==> config.mk <==
export PLATFORM = sky130hd
export DESIGN_NAME = uart_rx_fifo_event_logic
export DESIGN_NICKNAME = d
export VERILOG_FILES = /design/src/rtl/uartrx_pkg.sv /design/src/rtl/uart_rx_fifo_event_logic.sv /design/src/rtl/uartrx_ram.sv /design/src/rtl/uartrx_core.sv
export SDC_FILE = /design/constraint.sdc
export NUM_CORES = 2
export LEC_CHECK = 0
export ABC_CLOCK_PERIOD_IN_PS = 3700
export BUFFER_PORTS_ARGS = -buffer_cell sky130_fd_sc_hd__buf_2
export CAP_MARGIN = 20
export CELL_PAD_IN_SITES_DETAIL_PLACEMENT = 1
export CELL_PAD_IN_SITES_GLOBAL_PLACEMENT = 1
export CORE_MARGIN = 5
export CORE_UTILIZATION = 50
export CTS_CLUSTER_DIAMETER = 50
export DETAILED_ROUTE_END_ITERATION = 10
export PLACE_DENSITY = 0.76
export REMOVE_ABC_BUFFERS = 1
export SLEW_MARGIN = 20
export SYNTH_ARGS = -nofsm -noshare
export SYNTH_HDL_FRONTEND = slang
export SYNTH_SLANG_ARGS = --single-unit
export TNS_END_PERCENT = 50
==> constraint.sdc <==
create_clock -name i_clk -period 3.7 [get_ports i_clk]
set_clock_uncertainty 0.05 [all_clocks]
set_input_delay 0.74 -clock i_clk [delete_from_list [all_inputs] [get_ports i_clk]]
set_output_delay 0.74 -clock i_clk [all_outputs]
set_load 0.01 [all_outputs]
==> src/rtl/uartrx_pkg.sv <==
// Shared types, constants and helpers for the UART receive FIFO event logic.
package uartrx_pkg;

    localparam int FIFO_DEPTH = 256;
    localparam int PTR_W      = $clog2(FIFO_DEPTH);
    localparam int CNT_W      = $clog2(FIFO_DEPTH + 1);
    localparam int BYTE_W     = 8;
    localparam int RC_W       = 9;
    localparam int THR_W      = 9;
    localparam int FILL_W     = 9;
    // common width for level compares against 9-bit counts and thresholds
    localparam int CMP_W      = (CNT_W > RC_W) ? CNT_W : RC_W;

    typedef enum logic [1:0] {
        CMD_RX      = 2'd0,
        CMD_ARM     = 2'd1,
        CMD_POP     = 2'd2,
        CMD_NEWLINE = 2'd3
    } t_cmd;

    localparam logic CFG_WATCH_CHAR = 1'b0;
    localparam logic CFG_BYTES_THR  = 1'b1;

    typedef struct packed {
        logic [BYTE_W-1:0] watch_char;
        logic [THR_W-1:0]  bytes_threshold;
    } t_cfg;

    typedef struct packed {
        logic              read_done_event;
        logic              data_event;
        logic              data_kind;
        logic              dropped;
        logic              pop_valid;
        logic [BYTE_W-1:0] pop_data;
        logic [FILL_W-1:0] fill_level;
    } t_res;

    typedef struct packed {
        logic              we;
        logic [PTR_W-1:0]  waddr;
        logic [BYTE_W-1:0] wdata;
        logic              re;
        logic [PTR_W-1:0]  raddr;
    } t_ram_req;

    function automatic logic [PTR_W-1:0] next_ptr(input logic [PTR_W-1:0] p);
        logic [PTR_W-1:0] q;
        if (p == PTR_W'(FIFO_DEPTH - 1)) begin
            q = '0;
        end else begin
            q = p + 1'b1;
        end
        return q;
    endfunction

endpackage

==> src/rtl/uart_rx_fifo_event_logic.sv <==
// Top level: config registers, receive FIFO storage and event control.
//
//  channel | direction | handshake               | beat contents
//  --------+-----------+-------------------------+-------------------------------------------
//  in      | input     | i_in_valid / o_in_stall | i_cmd, i_byte_value, i_read_count
//  out     | output    | o_out_valid/i_out_stall | events, dropped, pop_valid/data, fill_level
//  cfg     | input     | i_cfg_we                | i_cfg_index, i_cfg_wdata
//
// One beat per cycle for receive, arm, newline and empty pop while the input is not stalled;
// a pop from a non-empty FIFO stalls the input while the FIFO RAM's registered read returns.
// Reset is synchronous, active low; FIFO contents are not cleared, only pointers, level,
// armed read, newline char, pop state, valids and config. No clearing pass after reset.
// Input is taken while a result waits in the output register; a skid entry
// holds one more. The input stalls while that entry is full or a pop read is out.
module uart_rx_fifo_event_logic (
    input  logic                          i_clk,
    input  logic                          i_rst_n,
    input  logic                          i_in_valid,
    output logic                          o_in_stall,
    input  logic [1:0]                    i_cmd,
    input  logic [uartrx_pkg::BYTE_W-1:0] i_byte_value,
    input  logic [uartrx_pkg::RC_W-1:0]   i_read_count,
    output logic                          o_out_valid,
    input  logic                          i_out_stall,
    output logic                          o_read_done_event,
    output logic                          o_data_event,
    output logic                          o_data_kind,
    output logic                          o_dropped,
    output logic                          o_pop_valid,
    output logic [uartrx_pkg::BYTE_W-1:0] o_pop_data,
    output logic [uartrx_pkg::FILL_W-1:0] o_fill_level,
    input  logic                          i_cfg_we,
    input  logic                          i_cfg_index,
    input  logic [uartrx_pkg::THR_W-1:0]  i_cfg_wdata
);

    uartrx_pkg::t_cfg                r_cfg;
    uartrx_pkg::t_ram_req            ram_req;
    uartrx_pkg::t_res                res;
    logic [uartrx_pkg::BYTE_W-1:0]   ram_rdata;

    always_ff @(posedge i_clk) begin
        if (!i_rst_n) begin
            r_cfg.watch_char      <= '0;
            r_cfg.bytes_threshold <= uartrx_pkg::THR_W'(1);
        end else if (i_cfg_we) begin
            case (i_cfg_index)
                uartrx_pkg::CFG_WATCH_CHAR: begin
                    r_cfg.watch_char <= i_cfg_wdata[uartrx_pkg::BYTE_W-1:0];
                end
                uartrx_pkg::CFG_BYTES_THR: begin
                    r_cfg.bytes_threshold <= i_cfg_wdata;
                end
                default: begin
                    r_cfg <= r_cfg;
                end
            endcase
        end
    end

    uartrx_ram #(
        .WIDTH (uartrx_pkg::BYTE_W),
        .DEPTH (uartrx_pkg::FIFO_DEPTH)
    ) u_fifo_ram (
        .i_clk   (i_clk),
        .i_we    (ram_req.we),
        .i_waddr (ram_req.waddr),
        .i_wdata (ram_req.wdata),
        .i_re    (ram_req.re),
        .i_raddr (ram_req.raddr),
        .o_rdata (ram_rdata)
    );

    uartrx_core u_core (
        .i_clk        (i_clk),
        .i_rst_n      (i_rst_n),
        .i_in_valid   (i_in_valid),
        .o_in_stall   (o_in_stall),
        .i_cmd        (i_cmd),
        .i_byte_value (i_byte_value),
        .i_read_count (i_read_count),
        .i_cfg        (r_cfg),
        .o_ram_req    (ram_req),
        .i_ram_rdata  (ram_rdata),
        .o_out_valid  (o_out_valid),
        .i_out_stall  (i_out_stall),
        .o_res        (res)
    );

    assign o_read_done_event = res.read_done_event;
    assign o_data_event      = res.data_event;
    assign o_data_kind       = res.data_kind;
    assign o_dropped         = res.dropped;
    assign o_pop_valid       = res.pop_valid;
    assign o_pop_data        = res.pop_data;
    assign o_fill_level      = res.fill_level;

`ifndef NO_ASSERTIONS
    // a RAM read for a pop blocks the input while the data comes back
    a_pop_blocks_input: assert property (@(posedge i_clk) disable iff (!i_rst_n)
        ram_req.re |=> o_in_stall)
        else $error("input not stalled during pop read");

    // a pop beat carries no receive-side flags
    a_pop_excl: assert property (@(posedge i_clk) disable iff (!i_rst_n)
        (o_out_valid && o_pop_valid) |-> (!o_dropped && !o_read_done_event && !o_data_event))
        else $error("pop beat with receive flags");

    // read-done and data events never share a beat
    a_evt_excl: assert property (@(posedge i_clk) disable iff (!i_rst_n)
        o_out_valid |-> !(o_read_done_event && o_data_event))
        else $error("read-done and data event together");

    // the data tag is only set with a data event
    a_kind_tag: assert property (@(posedge i_clk) disable iff (!i_rst_n)
        (o_out_valid && !o_data_event) |-> !o_data_kind)
        else $error("data_kind set without data event");
`endif

endmodule

==> src/rtl/uartrx_ram.sv <==
// Generic single-port-write, single-port-read RAM with registered read data.
module uartrx_ram #(
    parameter int WIDTH = 8,
    parameter int DEPTH = 256,
    parameter int AW    = $clog2(DEPTH)
) (
    input  logic             i_clk,
    input  logic             i_we,
    input  logic [AW-1:0]    i_waddr,
    input  logic [WIDTH-1:0] i_wdata,
    input  logic             i_re,
    input  logic [AW-1:0]    i_raddr,
    output logic [WIDTH-1:0] o_rdata
);

    logic [WIDTH-1:0] r_mem [DEPTH];
    logic [WIDTH-1:0] r_rdata;

    always_ff @(posedge i_clk) begin
        if (i_we) begin
            r_mem[i_waddr] <= i_wdata;
        end
        if (i_re) begin
            r_rdata <= r_mem[i_raddr];
        end
    end

    assign o_rdata = r_rdata;

endmodule

==> src/rtl/uartrx_core.sv <==
// FIFO pointer/level control, read-arm and event decisions, output register with skid.
module uartrx_core (
    input  logic                            i_clk,
    input  logic                            i_rst_n,
    input  logic                            i_in_valid,
    output logic                            o_in_stall,
    input  logic [1:0]                      i_cmd,
    input  logic [uartrx_pkg::BYTE_W-1:0]   i_byte_value,
    input  logic [uartrx_pkg::RC_W-1:0]     i_read_count,
    input  uartrx_pkg::t_cfg                i_cfg,
    output uartrx_pkg::t_ram_req            o_ram_req,
    input  logic [uartrx_pkg::BYTE_W-1:0]   i_ram_rdata,
    output logic                            o_out_valid,
    input  logic                            i_out_stall,
    output uartrx_pkg::t_res                o_res
);

    typedef enum logic {
        S_IDLE,
        S_POP
    } t_state;

    t_state                              r_state, n_state;
    logic [uartrx_pkg::PTR_W-1:0]        r_head, n_head;
    logic [uartrx_pkg::PTR_W-1:0]        r_tail, n_tail;
    logic [uartrx_pkg::CNT_W-1:0]        r_fill, n_fill;
    logic [uartrx_pkg::RC_W-1:0]         r_pending, n_pending;
    logic [uartrx_pkg::BYTE_W-1:0]       r_newline, n_newline;
    logic                                r_out_valid, n_out_valid;
    logic                                r_skd_valid, n_skd_valid;
    uartrx_pkg::t_res                    r_out, n_out;
    uartrx_pkg::t_res                    r_skd, n_skd;

    uartrx_pkg::t_res                    res;
    logic                                res_valid;
    logic                                accept;
    logic                                out_take;
    logic [uartrx_pkg::CMP_W-1:0]        fill_ext;
    logic [uartrx_pkg::CMP_W-1:0]        n_fill_ext;

    assign o_in_stall = (r_state != S_IDLE) || r_skd_valid;
    assign accept     = i_in_valid && !o_in_stall;
    assign out_take   = r_out_valid && !i_out_stall;
    assign fill_ext   = uartrx_pkg::CMP_W'(r_fill);

    always_comb begin
        n_state   = r_state;
        n_head    = r_head;
        n_tail    = r_tail;
        n_fill    = r_fill;
        n_pending = r_pending;
        n_newline = r_newline;
        res       = '0;
        res_valid = 1'b0;
        o_ram_req = '0;
        o_ram_req.waddr = r_tail;
        o_ram_req.wdata = i_byte_value;
        o_ram_req.raddr = r_head;

        if (r_state == S_POP) begin
            // read data for the pop issued last cycle
            res_valid     = 1'b1;
            res.pop_valid = 1'b1;
            res.pop_data  = i_ram_rdata;
            n_state       = S_IDLE;
        end else if (accept) begin
            case (uartrx_pkg::t_cmd'(i_cmd))
                uartrx_pkg::CMD_RX: begin
                    res_valid = 1'b1;
                    if (r_fill == uartrx_pkg::CNT_W'(uartrx_pkg::FIFO_DEPTH)) begin
                        res.dropped = 1'b1;
                    end else begin
                        o_ram_req.we = 1'b1;
                        n_tail       = uartrx_pkg::next_ptr(r_tail);
                        n_fill       = r_fill + 1'b1;
                    end
                end
                uartrx_pkg::CMD_ARM: begin
                    res_valid = 1'b1;
                    if (fill_ext >= uartrx_pkg::CMP_W'(i_read_count)) begin
                        res.read_done_event = 1'b1;
                    end else begin
                        n_pending = i_read_count;
                    end
                end
                uartrx_pkg::CMD_POP: begin
                    if (r_fill != '0) begin
                        o_ram_req.re = 1'b1;
                        n_head       = uartrx_pkg::next_ptr(r_head);
                        n_fill       = r_fill - 1'b1;
                        n_state      = S_POP;
                    end else begin
                        res_valid = 1'b1;
                    end
                end
                uartrx_pkg::CMD_NEWLINE: begin
                    res_valid = 1'b1;
                    n_newline = i_byte_value;
                end
                default: begin
                    res_valid = 1'b1;
                end
            endcase
        end

        n_fill_ext = uartrx_pkg::CMP_W'(n_fill);

        // event decision for a received byte, on the level after the push
        if (accept && (uartrx_pkg::t_cmd'(i_cmd) == uartrx_pkg::CMD_RX)) begin
            if (r_pending != '0) begin
                if ((n_fill_ext >= uartrx_pkg::CMP_W'(r_pending)) ||
                    (i_byte_value == i_cfg.watch_char)) begin
                    n_pending           = '0;
                    res.read_done_event = 1'b1;
                end
            end else if ((r_newline != '0) && (i_byte_value == r_newline)) begin
                res.read_done_event = 1'b1;
            end else if (n_fill_ext >= uartrx_pkg::CMP_W'(i_cfg.bytes_threshold)) begin
                res.data_event = 1'b1;
                res.data_kind  = (i_byte_value == i_cfg.watch_char);
            end
        end

        res.fill_level = n_fill_ext[uartrx_pkg::FILL_W-1:0];
    end

    // output register plus one skid entry
    always_comb begin
        n_out       = r_out;
        n_skd       = r_skd;
        n_out_valid = r_out_valid && !out_take;
        n_skd_valid = r_skd_valid;
        if (r_skd_valid && out_take) begin
            n_out       = r_skd;
            n_out_valid = 1'b1;
            n_skd_valid = 1'b0;
        end
        if (res_valid) begin
            if (!n_out_valid) begin
                n_out       = res;
                n_out_valid = 1'b1;
            end else begin
                n_skd       = res;
                n_skd_valid = 1'b1;
            end
        end
    end

    always_ff @(posedge i_clk) begin
        if (!i_rst_n) begin
            r_state     <= S_IDLE;
            r_head      <= '0;
            r_tail      <= '0;
            r_fill      <= '0;
            r_pending   <= '0;
            r_newline   <= '0;
            r_out_valid <= 1'b0;
            r_skd_valid <= 1'b0;
        end else begin
            r_state     <= n_state;
            r_head      <= n_head;
            r_tail      <= n_tail;
            r_fill      <= n_fill;
            r_pending   <= n_pending;
            r_newline   <= n_newline;
            r_out_valid <= n_out_valid;
            r_skd_valid <= n_skd_valid;
        end
        r_out <= n_out;
        r_skd <= n_skd;
    end

    assign o_out_valid = r_out_valid;
    assign o_res       = r_out;

endmodule
==> impl_metrics.tcl <==
set metrics [dict create \
    synth_cell_types 84 \
    setup-violations-final 2 \
    hp-class "input port to flip-flop" \
    fin_crit_ns 3.73 \
    endpoint_kind "flip-flop" \
    p_leak_nw 31.9 \
    dp_hpwl_mm 169 \
    cp-start-kind "flip-flop" \
    rsz0062_at_grt "true" \
    avgSynthCellArea_sq_um 19.2 \
    pwr_density_cell_nw_per_um2 512 \
    async_flop_share_pct 0 \
    yosysTopAreaCell "edfxtp_1" \
    synth_ff_type "edfxtp_1" \
    ir_worst_vdd_v 0.000522 \
    antenna_found_initial 8 \
    area_delta_synth_final_pct 15.8 \
    crit_path_start "u_core.r_head[1]" \
    overflow 0 \
    place_area_sq_um 92000 \
    root_buffer "clkbuf_16" \
    max-slew-margin-rel_pct 22.3 \
    clockBufferDepth 3 \
    max_clock_freq_mhz 268 \
    synth_edf_count 2078 \
    portBuffers 57 \
    crit_fanout 41 \
    finalSetupTns_ns -0.0411 \
    cts_tree "yes" \
    clk_latency_ns 0.87 \
    drv_slew 0 \
    drt-vias-per-instance 6.60 \
    grt_usage_pct 29.3 \
    yosys.area_share.xor_xnor_pct 0.327 \
    synth-seq-cells 2162 \
    clk_pin_slew_ns 0.07 \
    finalCritPeriodShare_pct 101 \
    grt_pass1_wl_mm 378 \
    start_util_pct 50.4 \
    netlist_area_sq_um 85600 \
    dp_slack_ns -0.159 \
    r2r_slack_ns -0.03 \
    numCtsBuffers 214 \
    synth_top_family_by_area "multiplexers" \
    coreArea_sq_um 170000 \
    dieWidth_um 424 \
    clock_sinks 2162 \
    h-tree-depth 4 \
    synth_compound_area_share_pct 4.21 \
    ys_top_cells_by_count "2078 x edfxtp_1, 423 x mux4_2, 324 x nor2_1, 210 x mux2i_1, 177 x nand2_1" \
    cp.required_ns 4.27 \
    fp.dieArea_sq_um 180000 \
    worstSetupEndpoint "u_fifo_ram.o_rdata[4]" \
    whs_ns 0.0911 \
    reg2reg_from "u_core.r_head[1]" \
    synth_top_area_share_pct 72.9 \
    status "finished with violations" \
    max_cap_violations 0 \
    dp.cells 7048 \
    hold_violations 0 \
    hold_buffers 0 \
    drc 0 \
    synthSimpleGateAreaFrac_pct 3.86 \
    synthAdderAreaFrac_pct 0.497 \
    synth_cells 4456 \
    grt_pass1_vias 51216 \
    grt_max_degree 191 \
    path_class "flip-flop to flip-flop" \
    violations "negative setup slack" \
    setup_ws_ns -0.0284 \
    drt_first_pass_iters 6 \
    synthMuxAreaShare_pct 14.1 \
    wl_per_cell_um 35.4 \
    drive_gt1_share_pct 27.6 \
    drtIter0Drc 7222 \
    routed_wirelength_mm 264 \
    dieHeight_um 424 \
    routed-via-count 49208 \
    instances_no_fill 7460 \
    num_rows 151 \
    worst_slew_pin_slew_ns 1.17 \
    worst_r2r_endpoint "u_fifo_ram.o_rdata[4]" \
    final_area_sq_um 99100 \
    fin_nets 5123 \
    yosys-top-cells-area "edfxtp_1 73%, mux4_2 11%, mux2i_1 2.5%" \
    ioPinCount 58 \
    final_core_util_pct 58.4 \
    yosysMostFrequentCell "edfxtp_1" \
    power_mw 50.8 \
    reg2regPathDepth 7 \
    cp.arrival_ns 4.30 \
    ant_nets 0 \
    ys_warn_count 0 \
    synth-seq-area-share_pct 74.9 \
    place.gp.congestion 0.914 \
]
-- layout make-up --
| type | count | area [sq um] |
|---|---|---|
| Inverter | 45 | 171 |
| Fill cell | 14731 | 70700 |
| Timing Repair Buffer | 644 | 5350 |
| Antenna cell | 4 | 10.0 |
| Multi-Input combinational cell | 1988 | 19700 |
| Clock buffer | 266 | 5570 |
| Clock inverter | 133 | 1450 |
| Sequential cell | 2162 | 64100 |
| Tap cell | 2218 | 2780 |
-- kinds of logic after synthesis --
kind of cell / after synthesis
buffers and inverters: 306
AND/OR/NAND/NOR: 738
flip-flops: 2162
AO/OA/AOI/OAI: 515
multiplexers: 669
adder cells (fa/ha/maj): 34
XOR/XNOR: 32
-- worst max-delay path, cell delays in order (launching register included) --
cell and delay (ns):
dfxtp_4 0.72, buf_12 0.37, buf_12 0.23, mux4_2 0.34, mux4_2 0.50, a221oi_1 0.58
a22oi_1 0.31, a22o_1 0.30
-- registers in the layout, summed over array words and instances, names as in the netlist --
register / count
u_core.r_pending: 9
u_fifo_ram.o_rdata: 8
u_core.r_skd: 22
u_fifo_ram.r_mem: 2048
r_cfg: 17
u_core.fill_ext: 9
u_core.r_tail: 8
u_core.o_res: 22
u_core.r_skd_valid: 1
u_core.r_newline: 8
u_core.o_out_valid: 1
u_core.r_state: 1
u_core.r_head: 8
-- layer usage --
metal | up-vias | global-route usage, % | wire length (um)
met5 | - | 0 | 50
met4 | 8 | 15.9 | 16700
met1 | 25722 | 38.1 | 94500
li1 | 19315 | - | -
met3 | 767 | 7.11 | 28400
met2 | 3396 | 46.0 | 124000
-- worst min-delay path by stage --
| stage | cells past startpoint | startpoint | end |
|---|---|---|---|
| after floorplan | 2 | u_fifo_ram.o_rdata[1] | u_core.o_res[10] |
| after global placement | 2 | r_cfg[1] | r_cfg[1] |
| after detailed placement | 2 | r_cfg[8] | r_cfg[8] |
| after CTS | 3 | i_cfg_wdata[0] | r_cfg[0] |
| after global routing | 3 | i_cfg_wdata[0] | r_cfg[0] |
| final | 3 | i_cfg_wdata[0] | r_cfg[0] |
-- where the power goes --
group | internal (mW) | switching, mW | total, mW
sequential | 26.9 | 0.0567 | 26.9
clock | 12.2 | 9.59 | 21.8
combinational | 0.830 | 1.29 | 2.12
total | 39.9 | 10.9 | 50.8
-- layout by cell type, fill, tap and decap left out, drive strengths merged, types with 24 or more instances in the layout --
cell type     n
clkbuf      274
buf         636
nand3        77
a22oi        66
inv          47
mux4        424
o21ai        74
a31oi        27
ha           34
mux2         35
nor2b        44
a21oi        97
o22ai        38
a221oi       46
mux2i       210
nand2       177
dfxtp        84
and2         27
edfxtp     2078
a211oi       24
clkinv      103
nor2        326
o221ai       26
-- what timing repair did --
item | 4_1_cts | 5_1_grt
cloned | 0 | 0
pin swaps | 0 | 1
gates resized for setup | 0 | 4
buffers inserted | 6 | 3
endpoints found under the setup margin | 1 | 16
Power figures use the tool's default switching activity.
